[src/hw/rtl/gdc_pkg.sv]
// Shared types, constants and codes for the gesture direction classifier.
// No dependencies; every other file in hw/rtl imports this package.
package gdc_pkg;

  localparam int MAX_DATASETS = 32;
  localparam int MIN_DATASETS = 5;
  localparam int ACCUM_W      = 16;
  localparam int RATIO_SCALE  = 100;
  localparam int CNT_W        = 6;
  localparam int DIV_STEPS    = 15;
  localparam int QDEPTH       = 2;

  typedef enum logic [2:0] {
    CFG_OUT_THRESHOLD     = 3'd0,
    CFG_SWIPE_SENSITIVITY = 3'd1,
    CFG_STILL_SENSITIVITY = 3'd2,
    CFG_NEAR_NEEDED       = 3'd3,
    CFG_FAR_NEEDED        = 3'd4
  } cfg_idx_e;

  typedef enum logic [2:0] {
    MOT_NONE  = 3'd0,
    MOT_UP    = 3'd1,
    MOT_DOWN  = 3'd2,
    MOT_LEFT  = 3'd3,
    MOT_RIGHT = 3'd4,
    MOT_NEAR  = 3'd5,
    MOT_FAR   = 3'd6
  } motion_e;

  typedef enum logic [1:0] {
    PROX_NONE = 2'd0,
    PROX_NEAR = 2'd1,
    PROX_FAR  = 2'd2
  } prox_e;

  typedef enum logic [1:0] {
    DIR_NONE = 2'd0,
    DIR_POS  = 2'd1,
    DIR_NEG  = 2'd3
  } dir_e;

  typedef enum logic [2:0] {
    ST_IDLE,
    ST_DIV,
    ST_UPD,
    ST_DEC,
    ST_OUT
  } back_state_e;

  typedef struct packed {
    logic       req_type;
    logic [7:0] up_value;
    logic [7:0] down_value;
    logic [7:0] left_value;
    logic [7:0] right_value;
    logic       batch_last;
  } in_item_t;

  typedef struct packed {
    logic       is_final;
    logic       batch_processed;
    logic [2:0] motion;
  } out_item_t;

  typedef struct packed {
    logic [7:0]  out_threshold;
    logic [14:0] swipe_sensitivity;
    logic [7:0]  still_sensitivity;
    logic [7:0]  near_needed;
    logic [7:0]  far_needed;
  } cfg_t;

  // One job for the back end: a closed batch or the end of a gesture.
  typedef struct packed {
    logic        is_final;
    logic        process;
    logic [31:0] first_sample;
    logic [31:0] last_sample;
  } cmd_t;

endpackage

[src/hw/rtl/gdc_front.sv]
// Front end: accepts datasets, tracks the batch and its qualifying samples.
// Depends on gdc_pkg; feeds gdc_queue with one job per batch end or gesture end.
module gdc_front (
  input  logic            clk_i,
  input  logic            rst_ni,
  input  logic            in_valid_i,
  input  gdc_pkg::in_item_t in_data_i,
  output logic            in_stall_o,
  input  logic [7:0]      out_threshold_i,
  input  logic            q_full_i,
  output logic            push_o,
  output gdc_pkg::cmd_t   cmd_o
);
  import gdc_pkg::*;

  localparam logic [CNT_W-1:0] CntMax = {CNT_W{1'b1}};

  logic [CNT_W-1:0] cnt_q, cnt_d;
  logic             found_q, found_d;
  logic [31:0]      first_q, first_d, last_q, last_d;
  logic             accept, qualify;
  logic [31:0]      packed_s;

  assign in_stall_o = q_full_i;
  assign accept     = in_valid_i && !q_full_i;

  assign qualify = (in_data_i.up_value > out_threshold_i) &&
                   (in_data_i.down_value > out_threshold_i) &&
                   (in_data_i.left_value > out_threshold_i) &&
                   (in_data_i.right_value > out_threshold_i);
  assign packed_s = {in_data_i.right_value, in_data_i.left_value,
                     in_data_i.down_value, in_data_i.up_value};

  always_comb begin
    cnt_d   = (cnt_q == CntMax) ? cnt_q : cnt_q + 1'b1;
    found_d = found_q;
    first_d = first_q;
    last_d  = last_q;
    if (qualify) begin
      if (!found_q) begin
        first_d = packed_s;
      end
      found_d = 1'b1;
      last_d  = packed_s;
    end
  end

  assign push_o = accept && (in_data_i.req_type || in_data_i.batch_last);

  always_comb begin
    cmd_o.is_final     = in_data_i.req_type;
    cmd_o.process      = !in_data_i.req_type && found_d &&
                         (cnt_d >= CNT_W'(MIN_DATASETS)) &&
                         (cnt_d <= CNT_W'(MAX_DATASETS));
    cmd_o.first_sample = first_d;
    cmd_o.last_sample  = last_d;
  end

  always_ff @(posedge clk_i or negedge rst_ni) begin
    if (!rst_ni) begin
      cnt_q   <= '0;
      found_q <= 1'b0;
      first_q <= '0;
      last_q  <= '0;
    end else if (accept) begin
      if (in_data_i.req_type || in_data_i.batch_last) begin
        cnt_q   <= '0;
        found_q <= 1'b0;
        first_q <= '0;
        last_q  <= '0;
      end else begin
        cnt_q   <= cnt_d;
        found_q <= found_d;
        first_q <= first_d;
        last_q  <= last_d;
      end
    end
  end

  assert property (@(posedge clk_i) disable iff (!rst_ni)
    found_q |-> (first_q != '0 && last_q != '0))
    else $error("found flag set without stored samples");

  assert property (@(posedge clk_i) disable iff (!rst_ni)
    (accept && in_data_i.req_type) |=> (cnt_q == '0 && !found_q))
    else $error("gesture end did not clear batch");

  assert property (@(posedge clk_i) disable iff (!rst_ni)
    push_o |-> !q_full_i)
    else $error("push into full queue");

endmodule

[src/hw/rtl/gdc_queue.sv]
// Two-entry job queue between front and back end.
// Depends on gdc_pkg for the job type.
module gdc_queue (
  input  logic          clk_i,
  input  logic          rst_ni,
  input  logic          push_i,
  input  gdc_pkg::cmd_t push_data_i,
  input  logic          pop_i,
  output gdc_pkg::cmd_t pop_data_o,
  output logic          full_o,
  output logic          empty_o
);
  import gdc_pkg::*;

  localparam int PtrW = $clog2(QDEPTH);

  cmd_t            mem_q [QDEPTH];
  logic [PtrW-1:0] wr_q, rd_q;
  logic [PtrW:0]   cnt_q;

  assign full_o     = (cnt_q == (PtrW+1)'(QDEPTH));
  assign empty_o    = (cnt_q == '0);
  assign pop_data_o = mem_q[rd_q];

  always_ff @(posedge clk_i) begin
    if (push_i) begin
      mem_q[wr_q] <= push_data_i;
    end
  end

  always_ff @(posedge clk_i or negedge rst_ni) begin
    if (!rst_ni) begin
      wr_q  <= '0;
      rd_q  <= '0;
      cnt_q <= '0;
    end else begin
      if (push_i) begin
        wr_q <= (wr_q == PtrW'(QDEPTH - 1)) ? '0 : wr_q + 1'b1;
      end
      if (pop_i) begin
        rd_q <= (rd_q == PtrW'(QDEPTH - 1)) ? '0 : rd_q + 1'b1;
      end
      if (push_i && !pop_i) begin
        cnt_q <= cnt_q + 1'b1;
      end else if (pop_i && !push_i) begin
        cnt_q <= cnt_q - 1'b1;
      end
    end
  end

  assert property (@(posedge clk_i) disable iff (!rst_ni)
    cnt_q <= (PtrW+1)'(QDEPTH))
    else $error("queue overfilled");

  assert property (@(posedge clk_i) disable iff (!rst_ni)
    pop_i |-> !empty_o)
    else $error("pop from empty queue");

  assert property (@(posedge clk_i) disable iff (!rst_ni)
    (push_i && !pop_i) |=> (cnt_q == $past(cnt_q) + 1'b1))
    else $error("queue count lost a push");

endmodule

[src/hw/rtl/gdc_back.sv]
// Back end: ratio division, accumulation, near/far tracking and motion decode.
// Depends on gdc_pkg; takes jobs from gdc_queue and drives the result register.
module gdc_back (
  input  logic               clk_i,
  input  logic               rst_ni,
  input  gdc_pkg::cfg_t      cfg_i,
  input  logic               q_empty_i,
  input  gdc_pkg::cmd_t      q_data_i,
  output logic               pop_o,
  output logic               out_valid_o,
  output gdc_pkg::out_item_t out_data_o,
  input  logic               out_stall_i
);
  import gdc_pkg::*;

  localparam int CmpW = ((ACCUM_W > 15) ? ACCUM_W : 15) + 2;
  localparam logic signed [ACCUM_W:0] AccHi = (ACCUM_W+1)'((64'sd1 <<< (ACCUM_W-1)) - 1);
  localparam logic signed [ACCUM_W:0] AccLo = -AccHi - 1;

  back_state_e state_q, state_d;
  cmd_t        cmd_q;
  logic [1:0]  idx_q;
  logic [3:0]  step_q;
  logic [14:0] dv_q;
  logic [8:0]  rem_q, den_q;
  logic        neg_q;
  logic signed [7:0] ratio_q [4];

  logic signed [ACCUM_W-1:0] ud_acc_q, lr_acc_q;
  dir_e        ud_dir_q, lr_dir_q;
  logic [7:0]  near_q, far_q;
  prox_e       prox_q;
  motion_e     motion_q;
  out_item_t   out_q;
  logic        out_valid_q;

  // Control strobes.
  logic start, div_step, div_last, do_upd, do_dec, do_out, out_free;

  assign out_free = !out_valid_q || !out_stall_i;
  assign div_last = (step_q == 4'(DIV_STEPS - 1));

  always_comb begin
    state_d = state_q;
    case (state_q)
      ST_IDLE: begin
        if (!q_empty_i) begin
          if (q_data_i.is_final) state_d = ST_DEC;
          else if (q_data_i.process) state_d = ST_DIV;
          else state_d = ST_OUT;
        end
      end
      ST_DIV: if (div_last && idx_q == 2'd3) state_d = ST_UPD;
      ST_UPD: state_d = ST_DEC;
      ST_DEC: state_d = ST_OUT;
      ST_OUT: if (out_free) state_d = ST_IDLE;
      default: state_d = ST_IDLE;
    endcase
  end

  always_comb begin
    start    = (state_q == ST_IDLE) && !q_empty_i;
    div_step = (state_q == ST_DIV);
    do_upd   = (state_q == ST_UPD);
    do_dec   = (state_q == ST_DEC);
    do_out   = (state_q == ST_OUT) && out_free;
  end

  assign pop_o = start;

  // Operand load: order is last up/down, first up/down, last left/right, first left/right.
  logic [1:0]  ld_idx;
  logic [31:0] ld_smp;
  logic [7:0]  ld_a, ld_b, ld_mag;
  always_comb begin
    ld_idx = start ? 2'd0 : idx_q + 2'd1;
    if (start) ld_smp = q_data_i.last_sample;
    else ld_smp = ld_idx[0] ? cmd_q.first_sample : cmd_q.last_sample;
    ld_a   = ld_idx[1] ? ld_smp[23:16] : ld_smp[7:0];
    ld_b   = ld_idx[1] ? ld_smp[31:24] : ld_smp[15:8];
    ld_mag = (ld_a >= ld_b) ? ld_a - ld_b : ld_b - ld_a;
  end

  // One restoring division step per cycle.
  logic [9:0]  trial;
  logic        ge;
  logic [8:0]  rem_n;
  logic [14:0] q_fin;
  logic signed [7:0] ratio_val;
  always_comb begin
    trial = {rem_q, dv_q[14]};
    ge    = trial >= {1'b0, den_q};
    rem_n = ge ? 9'(trial - {1'b0, den_q}) : trial[8:0];
    q_fin = {dv_q[13:0], ge};
    if (den_q == '0) ratio_val = '0;
    else if (neg_q) ratio_val = -$signed(q_fin[7:0]);
    else ratio_val = $signed(q_fin[7:0]);
  end

  // Batch update.
  logic signed [8:0] ud_d, lr_d;
  logic [7:0]  ud_mag, lr_mag;
  logic signed [ACCUM_W:0]   ud_sum, lr_sum;
  logic signed [ACCUM_W-1:0] ud_acc_n, lr_acc_n;
  logic signed [CmpW-1:0]    sens_s;
  dir_e        ud_dir_n, lr_dir_n;
  logic [7:0]  near_n, far_n;
  prox_e       prox_n;
  logic        both_zero;
  always_comb begin
    ud_d = 9'(ratio_q[0]) - 9'(ratio_q[1]);
    lr_d = 9'(ratio_q[2]) - 9'(ratio_q[3]);
    ud_mag = ud_d[8] ? 8'(-ud_d) : ud_d[7:0];
    lr_mag = lr_d[8] ? 8'(-lr_d) : lr_d[7:0];
    both_zero = (ud_d == '0) && (lr_d == '0);
    ud_sum = (ACCUM_W+1)'(ud_acc_q) + (ACCUM_W+1)'(ud_d);
    lr_sum = (ACCUM_W+1)'(lr_acc_q) + (ACCUM_W+1)'(lr_d);
    if (ud_sum > AccHi) ud_sum = AccHi;
    if (ud_sum < AccLo) ud_sum = AccLo;
    if (lr_sum > AccHi) lr_sum = AccHi;
    if (lr_sum < AccLo) lr_sum = AccLo;
    ud_acc_n = ud_sum[ACCUM_W-1:0];
    lr_acc_n = lr_sum[ACCUM_W-1:0];
    sens_s   = $signed(CmpW'(cfg_i.swipe_sensitivity));
    if (CmpW'(ud_acc_n) >= sens_s) ud_dir_n = DIR_POS;
    else if (CmpW'(ud_acc_n) <= -sens_s) ud_dir_n = DIR_NEG;
    else ud_dir_n = DIR_NONE;
    if (CmpW'(lr_acc_n) >= sens_s) lr_dir_n = DIR_POS;
    else if (CmpW'(lr_acc_n) <= -sens_s) lr_dir_n = DIR_NEG;
    else lr_dir_n = DIR_NONE;
    near_n = near_q;
    far_n  = far_q;
    prox_n = prox_q;
    if (ud_mag < cfg_i.still_sensitivity && lr_mag < cfg_i.still_sensitivity) begin
      if (ud_dir_n == DIR_NONE && lr_dir_n == DIR_NONE) begin
        if (both_zero) near_n = (near_q == 8'hFF) ? near_q : near_q + 1'b1;
        else far_n = (far_q == 8'hFF) ? far_q : far_q + 1'b1;
        if (near_n >= cfg_i.near_needed && far_n >= cfg_i.far_needed) begin
          if (both_zero) prox_n = PROX_NEAR;
          else if (ud_d != '0 && lr_d != '0) prox_n = PROX_FAR;
        end
      end else begin
        if (both_zero) near_n = (near_q == 8'hFF) ? near_q : near_q + 1'b1;
        if (near_n >= cfg_i.near_needed) begin
          ud_dir_n = DIR_NONE;
          lr_dir_n = DIR_NONE;
          ud_acc_n = '0;
          lr_acc_n = '0;
        end
      end
    end
  end

  // Motion decode.
  logic [ACCUM_W:0] ud_abs, lr_abs;
  logic             ud_wins;
  motion_e          motion_n;
  always_comb begin
    ud_abs  = ud_acc_q[ACCUM_W-1] ? (ACCUM_W+1)'(-(ACCUM_W+1)'(ud_acc_q))
                                  : (ACCUM_W+1)'(ud_acc_q);
    lr_abs  = lr_acc_q[ACCUM_W-1] ? (ACCUM_W+1)'(-(ACCUM_W+1)'(lr_acc_q))
                                  : (ACCUM_W+1)'(lr_acc_q);
    ud_wins = ud_abs > lr_abs;
    motion_n = motion_q;
    if (prox_q == PROX_NEAR) motion_n = MOT_NEAR;
    else if (prox_q == PROX_FAR) motion_n = MOT_FAR;
    else if (ud_dir_q == DIR_NEG && lr_dir_q == DIR_NONE) motion_n = MOT_UP;
    else if (ud_dir_q == DIR_POS && lr_dir_q == DIR_NONE) motion_n = MOT_DOWN;
    else if (ud_dir_q == DIR_NONE && lr_dir_q == DIR_POS) motion_n = MOT_RIGHT;
    else if (ud_dir_q == DIR_NONE && lr_dir_q == DIR_NEG) motion_n = MOT_LEFT;
    else if (ud_dir_q == DIR_NEG && lr_dir_q == DIR_POS) motion_n = ud_wins ? MOT_UP : MOT_RIGHT;
    else if (ud_dir_q == DIR_POS && lr_dir_q == DIR_NEG) motion_n = ud_wins ? MOT_DOWN : MOT_LEFT;
    else if (ud_dir_q == DIR_NEG && lr_dir_q == DIR_NEG) motion_n = ud_wins ? MOT_UP : MOT_LEFT;
    else if (ud_dir_q == DIR_POS && lr_dir_q == DIR_POS) motion_n = ud_wins ? MOT_DOWN : MOT_RIGHT;
  end

  // Divider and job registers.
  always_ff @(posedge clk_i) begin
    if (start) begin
      cmd_q <= q_data_i;
    end
    if (start || (div_step && div_last && idx_q != 2'd3)) begin
      dv_q  <= 15'(ld_mag) * 15'(RATIO_SCALE);
      rem_q <= '0;
      den_q <= 9'(ld_a) + 9'(ld_b);
      neg_q <= ld_a < ld_b;
    end else if (div_step) begin
      dv_q  <= q_fin;
      rem_q <= rem_n;
    end
    if (div_step && div_last) begin
      ratio_q[idx_q] <= ratio_val;
    end
  end

  always_ff @(posedge clk_i or negedge rst_ni) begin
    if (!rst_ni) begin
      state_q     <= ST_IDLE;
      idx_q       <= '0;
      step_q      <= '0;
      ud_acc_q    <= '0;
      lr_acc_q    <= '0;
      ud_dir_q    <= DIR_NONE;
      lr_dir_q    <= DIR_NONE;
      near_q      <= '0;
      far_q       <= '0;
      prox_q      <= PROX_NONE;
      motion_q    <= MOT_NONE;
      out_q       <= '0;
      out_valid_q <= 1'b0;
    end else begin
      state_q <= state_d;
      if (start) begin
        idx_q  <= '0;
        step_q <= '0;
      end else if (div_step) begin
        step_q <= div_last ? '0 : step_q + 1'b1;
        if (div_last) idx_q <= idx_q + 2'd1;
      end
      if (do_upd) begin
        ud_acc_q <= ud_acc_n;
        lr_acc_q <= lr_acc_n;
        ud_dir_q <= ud_dir_n;
        lr_dir_q <= lr_dir_n;
        near_q   <= near_n;
        far_q    <= far_n;
        prox_q   <= prox_n;
      end
      if (do_dec) motion_q <= motion_n;
      // Drop the result once taken, unless a new one loads in the same cycle.
      if (!do_out && !out_stall_i) out_valid_q <= 1'b0;
      if (do_out) begin
        out_valid_q           <= 1'b1;
        out_q.is_final        <= cmd_q.is_final;
        out_q.batch_processed <= !cmd_q.is_final && cmd_q.process;
        out_q.motion          <= motion_q;
        if (cmd_q.is_final) begin
          // Drop all gesture state; configuration stays.
          ud_acc_q <= '0;
          lr_acc_q <= '0;
          ud_dir_q <= DIR_NONE;
          lr_dir_q <= DIR_NONE;
          near_q   <= '0;
          far_q    <= '0;
          prox_q   <= PROX_NONE;
          motion_q <= MOT_NONE;
        end
      end
    end
  end

  assign out_valid_o = out_valid_q;
  assign out_data_o  = out_q;

  assert property (@(posedge clk_i) disable iff (!rst_ni)
    (state_q == ST_DIV) |-> (step_q < 4'(DIV_STEPS)))
    else $error("divider step count out of range");

  assert property (@(posedge clk_i) disable iff (!rst_ni)
    (div_step && div_last) |-> (q_fin <= 15'(RATIO_SCALE)))
    else $error("ratio quotient above scale");

  assert property (@(posedge clk_i) disable iff (!rst_ni)
    $rose(out_valid_q) |-> $past(state_q == ST_OUT))
    else $error("result raised outside output state");

endmodule

[src/hw/rtl/gesture_direction_classifier.sv]
// Top level of the gesture direction classifier: config registers and wiring.
// Depends on gdc_pkg, gdc_front, gdc_queue and gdc_back.
//
// Feed datasets (up, down, left, right bytes) on the input channel; mark the
// last dataset of each sensor read batch with batch_last, and send an item
// with req_type set when the gesture ends. Every batch end and every gesture
// end yields one result beat; plain datasets yield none. A dataset is taken
// by the front end, which only tracks the batch, so datasets stream in back
// to back while the queue is not full. A processed batch end goes through
// one shared restoring divider for four ratios at one quotient bit per cycle,
// then an update, a decode and a load of the result register. Unprocessed
// batch ends skip all but the load; a gesture end skips the divider and
// update. A two-job queue sits between the front and back ends, so the input
// stalls only when two jobs wait in the queue behind the one in the back end.
// The result register holds a beat while the output is stalled; the back end
// keeps working meanwhile, but its output state waits for a free register.
// Write the configuration registers only while the block is idle; writes to
// indexes beyond far_needed are ignored.
module gesture_direction_classifier (
  input  logic                clk_i,
  input  logic                rst_ni,
  input  logic                in_valid_i,
  input  gdc_pkg::in_item_t   in_data_i,
  output logic                in_stall_o,
  output logic                out_valid_o,
  output gdc_pkg::out_item_t  out_data_o,
  input  logic                out_stall_i,
  input  logic                cfg_we_i,
  input  logic [2:0]          cfg_idx_i,
  input  logic [14:0]         cfg_wdata_i
);
  import gdc_pkg::*;

  cfg_t cfg_q;
  logic q_full, q_empty, push, pop;
  cmd_t push_cmd, pop_cmd;

  // Configuration registers; hold between writes and across gesture ends.
  always_ff @(posedge clk_i or negedge rst_ni) begin
    if (!rst_ni) begin
      cfg_q.out_threshold     <= 8'd10;
      cfg_q.swipe_sensitivity <= 15'd50;
      cfg_q.still_sensitivity <= 8'd20;
      cfg_q.near_needed       <= 8'd10;
      cfg_q.far_needed        <= 8'd2;
    end else if (cfg_we_i) begin
      case (cfg_idx_i)
        CFG_OUT_THRESHOLD:     cfg_q.out_threshold     <= cfg_wdata_i[7:0];
        CFG_SWIPE_SENSITIVITY: cfg_q.swipe_sensitivity <= cfg_wdata_i;
        CFG_STILL_SENSITIVITY: cfg_q.still_sensitivity <= cfg_wdata_i[7:0];
        CFG_NEAR_NEEDED:       cfg_q.near_needed       <= cfg_wdata_i[7:0];
        CFG_FAR_NEEDED:        cfg_q.far_needed        <= cfg_wdata_i[7:0];
        default: ;
      endcase
    end
  end

  gdc_front u_front (
    .clk_i           (clk_i),
    .rst_ni          (rst_ni),
    .in_valid_i      (in_valid_i),
    .in_data_i       (in_data_i),
    .in_stall_o      (in_stall_o),
    .out_threshold_i (cfg_q.out_threshold),
    .q_full_i        (q_full),
    .push_o          (push),
    .cmd_o           (push_cmd)
  );

  gdc_queue u_queue (
    .clk_i       (clk_i),
    .rst_ni      (rst_ni),
    .push_i      (push),
    .push_data_i (push_cmd),
    .pop_i       (pop),
    .pop_data_o  (pop_cmd),
    .full_o      (q_full),
    .empty_o     (q_empty)
  );

  gdc_back u_back (
    .clk_i       (clk_i),
    .rst_ni      (rst_ni),
    .cfg_i       (cfg_q),
    .q_empty_i   (q_empty),
    .q_data_i    (pop_cmd),
    .pop_o       (pop),
    .out_valid_o (out_valid_o),
    .out_data_o  (out_data_o),
    .out_stall_i (out_stall_i)
  );

endmodule
[config.mk]
export PLATFORM = sky130hd
export DESIGN_NAME = gesture_direction_classifier
export DESIGN_NICKNAME = d
export VERILOG_FILES = /design/src/hw/rtl/gdc_pkg.sv /design/src/hw/rtl/gdc_front.sv /design/src/hw/rtl/gdc_queue.sv /design/src/hw/rtl/gdc_back.sv /design/src/hw/rtl/gesture_direction_classifier.sv
export SDC_FILE = /design/constraint.sdc
export NUM_CORES = 1
export LEC_CHECK = 0
export BUFFER_PORTS_ARGS = -buffer_cell sky130_fd_sc_hd__buf_4
export CORE_MARGIN = 10
export CORE_UTILIZATION = 34
export CTS_CLUSTER_DIAMETER = 120
export DETAILED_ROUTE_END_ITERATION = 7
export SYNTH_ARGS = -nofsm -noshare
export SYNTH_HDL_FRONTEND = slang
export SYNTH_SLANG_ARGS = --single-unit
export TNS_END_PERCENT = 10
[constraint.sdc]
create_clock -name clk_i -period 8.15 [get_ports clk_i]
set_input_delay 0 -clock clk_i [delete_from_list [all_inputs] [get_ports clk_i]]
set_output_delay 0 -clock clk_i [all_outputs]
set_load 0.01 [all_outputs]
==> impl_results.md <==
- Pin count of the biggest net entering global routing: 99
- Worst path arrival time: 8.09 ns
- Cts bufs inserted: 52
- Initial core utilization: 34.2%
- FMAX: 131 MHz
- Post-synth EDFFs: 253
- Final min period: 7.61 ns
- Drt total wl: 70,800 microns
- Drt pass-1 iters: 7
- First-pass GRT wire length: 112,000 microns
- Post-Route Utilization: 39.6%
- DIE HEIGHT: 304 microns
- Final setup vio count: 0
- Syn Inst Count: 2,487
- RSZ-0062 raised after global routing: false
- Core area: 80,300 sq um
- Total number of vias: 19,838
- CTS max path bufs: 3
- Number of H-tree levels: 2
- YS warnings: 0
- Via-to-Cell Ratio: 5.30
- Synth Flop Type: edfxtp_1
- Sink Count: 458
- Relative slew slack: 26.4%
- Status: finished, final reports clean
- Kind of end point of the critical path: flip-flop
- Seq/Total Area, Yosys: 46.2%
- Worst r2r path cells: 30
- Nets: 2,975
- Period utilisation layout: 93.4%
- Port Buffer Count: 63
- Total negative slack: 0 ns
- Layout cells sized above 1: 15.0%
- GPL Wtd Cong: 0.896
- Synthesized Nets: 2,821
- Clock Skew: 0.0320 ns
- Die Area: 92,500 sq um
- # rows: 104
- CP max-delay cell: o2111a_2
- Max Cap Viol: 0
- Max-slew violations: 0
- Syn Area/Cell: 11.0 sq um
- Grt total ovfl: 0
- Initial antenna violation count: 0
- Final hold vios: 0
- # fillers: 7,580
- Post-route ant nets: 0
- Largest stage delay on the critical path: 0.45 ns
- CP Class: flip-flop to flip-flop
- Post-synth ARST share: 42.4%
- Crit path required time: 8.63 ns
- Worst skew pair latency: 0.63 ns
- Final cell count without fillers: 3,743
- Post-detail-place hpwl: 51,900 microns
- Worst-path maximum fanout: 12
- Wirelength per Cell: 18.9 microns
- Root Driver: clkbuf_16
- Area delta synth->final: 16.0%
- Total GRT Usage: 14.9%
- Ports: 64
- Register bit count reported by yosys: 458
- CTS tree: built
- Setup crit start kind: flip-flop
- DRC: 0
- Critical Path Most Common Cell: ha_1
- Post-placement cell count: 3,566
- DIE WIDTH: 304 microns
- Worst Hold Class: primary input to asynchronous set/reset pin
- Vias in the first global route: 19,998
- Synth unique cells: 85
- Setup Fix Bufs, Post-CTS: 0
- Clock transition at the registers of the reported paths: 0.06 ns
- Diode count: 0
- Post-Syn Area: 27,400 sq um
- DR iter-0 viols: 1,355
- Tightest Pin Transition: 1.10 ns
-- synth_stat cells (5+ instances only) --
cell type | count | area share, %
a211oi_1 | 20 | 0.55
a21boi_0 | 8 | 0.22
a21o_1 | 48 | 1.3
a21oi_1 | 125 | 2.3
a22o_1 | 94 | 3.0
a31o_2 | 6 | 0.19
a31oi_1 | 11 | 0.25
and2_1 | 12 | 0.27
and3_1 | 19 | 0.43
and4_1 | 7 | 0.22
buf_1 | 9 | 0.12
clkbuf_1 | 63 | 0.86
dfrtp_1 | 184 | 17
dfstp_2 | 10 | 0.96
dfxtp_1 | 11 | 0.80
edfxtp_1 | 253 | 28
fa_1 | 11 | 0.80
ha_1 | 266 | 12
inv_1 | 156 | 2.1
mux2_2 | 151 | 6.2
mux2i_1 | 17 | 0.62
mux4_2 | 16 | 1.3
nand2_1 | 230 | 3.1
nand2b_1 | 32 | 0.73
nand3_1 | 37 | 0.67
nand4_1 | 28 | 0.64
nor2_1 | 132 | 1.8
nor2b_1 | 31 | 0.71
nor3_1 | 31 | 0.57
nor4_1 | 10 | 0.23
o211a_1 | 5 | 0.18
o211ai_1 | 14 | 0.38
o21a_1 | 31 | 0.85
o21ai_0 | 137 | 2.5
o21bai_1 | 11 | 0.30
o31a_1 | 5 | 0.16
o31ai_1 | 15 | 0.41
or3_1 | 18 | 0.41
or4_1 | 9 | 0.25
xnor2_1 | 82 | 2.6
xor2_1 | 50 | 1.6
-- what timing repair did --
action	in CTS	in global routing
endpoints found under the hold margin	346	0
hold buffers	81	0
endpoints found under the setup margin	4	11
gates cloned	0	0
resized for setup	1	10
pin swaps	0	0
-- sequential cells by signal, summed over array words and instances, names as in the netlist, 3 cells and up --
name               flops
u_queue.mem_q        132
u_back.cmd_q          66
cfg_q                 47
u_back.ratio_q        32
u_front.first_q       32
u_front.last_q        32
u_back.lr_acc_q       16
u_back.ud_acc_q       16
u_back.dv_q           15
u_back.den_q           9
u_back.rem_q           9
u_back.far_q           8
u_back.near_q          8
u_front.cnt_q          6
u_back.out_data_o      5
u_back.step_q          4
u_back.motion_q        3
u_back.state_q         3
-- metal layers --
layer | part of all wire [%] | track usage (%) | up-vias
met4 | 2.3 | 4.07 | 0
li1 | - | - | 9449
met5 | 0 | 0 | -
met1 | 46 | 20.5 | 9779
met2 | 47 | 24.0 | 511
met3 | 4.9 | 2.33 | 99
-- cell type report --
| type | instances | area (sq um) | share of cell area, % |
|---|---|---|---|
| Tap cell | 1060 | 1330 | 4.17 |
| Clock buffer | 67 | 1410 | 4.42 |
| Inverter | 158 | 593 | 1.86 |
| Clock inverter | 29 | 294 | 0.924 |
| Multi-Input combinational cell | 1792 | 14000 | 43.9 |
| Timing Repair Buffer | 179 | 1550 | 4.88 |
| Sequential cell | 458 | 12700 | 39.9 |
-- metrics by stage --
stage / worst slack (ns) / cell area [sq um] / hold WS, ns
after floorplan: 0.150 / 27400 / -0.296
after global placement: 0.225 / 29300 / 0.161
after detailed placement: -0.104 / 29300 / 0.173
after CTS: 0.124 / 31800 / 0.0225
after global routing: 0.00320 / 31800 / 0.111
final: 0.540 / 31800 / 0.0507
-- cells by family after synthesis --
| logic type | share of synthesized area (%) |
|---|---|
| AND/OR/NAND/NOR | 10.7 |
| other | 0.0274 |
| buffers and inverters | 3.33 |
| flip-flops | 46.2 |
| multiplexers | 8.13 |
| adder cells (fa/ha/maj) | 13.0 |
| XOR/XNOR | 4.27 |
| AO/OA/AOI/OAI | 14.3 |
-- final timing paths --
check | from | end | slack, ns
worst max-delay path | u_back.ratio_q[2][0]$_DFFE_PP_ | u_back.prox_q[0]$_DFF_PN0_ | 0.54
worst min-delay path | rst_ni | u_back.ud_acc_q[13]$_DFF_PN0_ | 0.05
worst max register to register | u_back.ratio_q[2][0]$_DFFE_PP_ | u_back.prox_q[0]$_DFF_PN0_ | 0.54
worst min register to register | u_back.rem_q[8]$_SDFFE_PN0N_ | u_back.rem_q[8]$_SDFFE_PN0N_ | 0.46
max in group asynchronous | rst_ni | u_front.last_q[29]$_DFFE_PN0P_ | 6.16
min in group clk_i | out_stall_i | u_back.out_valid_o$_DFFE_PN0P_ | 0.08
-- cell usage in the layout, fill, tap and decap left out, types with 28 or more instances in the layout --
cell and count:
a21o_1 48, a21oi_1 121, a22o_1 94, buf_4 97, clkbuf_16 52, dfrtp_1 183
dlygate4sd3_1 81, edfxtp_1 253, ha_1 266, inv_1 156, mux2_2 151, nand2_1 229
nand2b_1 32, nand3_1 36, nand4_1 28, nor2_1 130, nor2b_1 31, nor3_1 28
o21a_1 31, o21ai_0 137, xnor2_1 82, xor2_1 50
-- critical path: cells and delay by family (launching register included) --
| family | cells | cell delay, ns |
|---|---|---|
| AOI/OAI and AO/OA | 16 | 3.74 |
| xor gates and xnor gates | 2 | 0.61 |
| adders and majority gates | 4 | 1.13 |
| buffers and inverters | 2 | 0.11 |
| DFF | 1 | 0.37 |
| and+or+nand+nor | 6 | 1.52 |
Power is left out: the tool's default activity adds up to more than one toggle a clock period on the data nets, which glitch-free logic cannot reach.
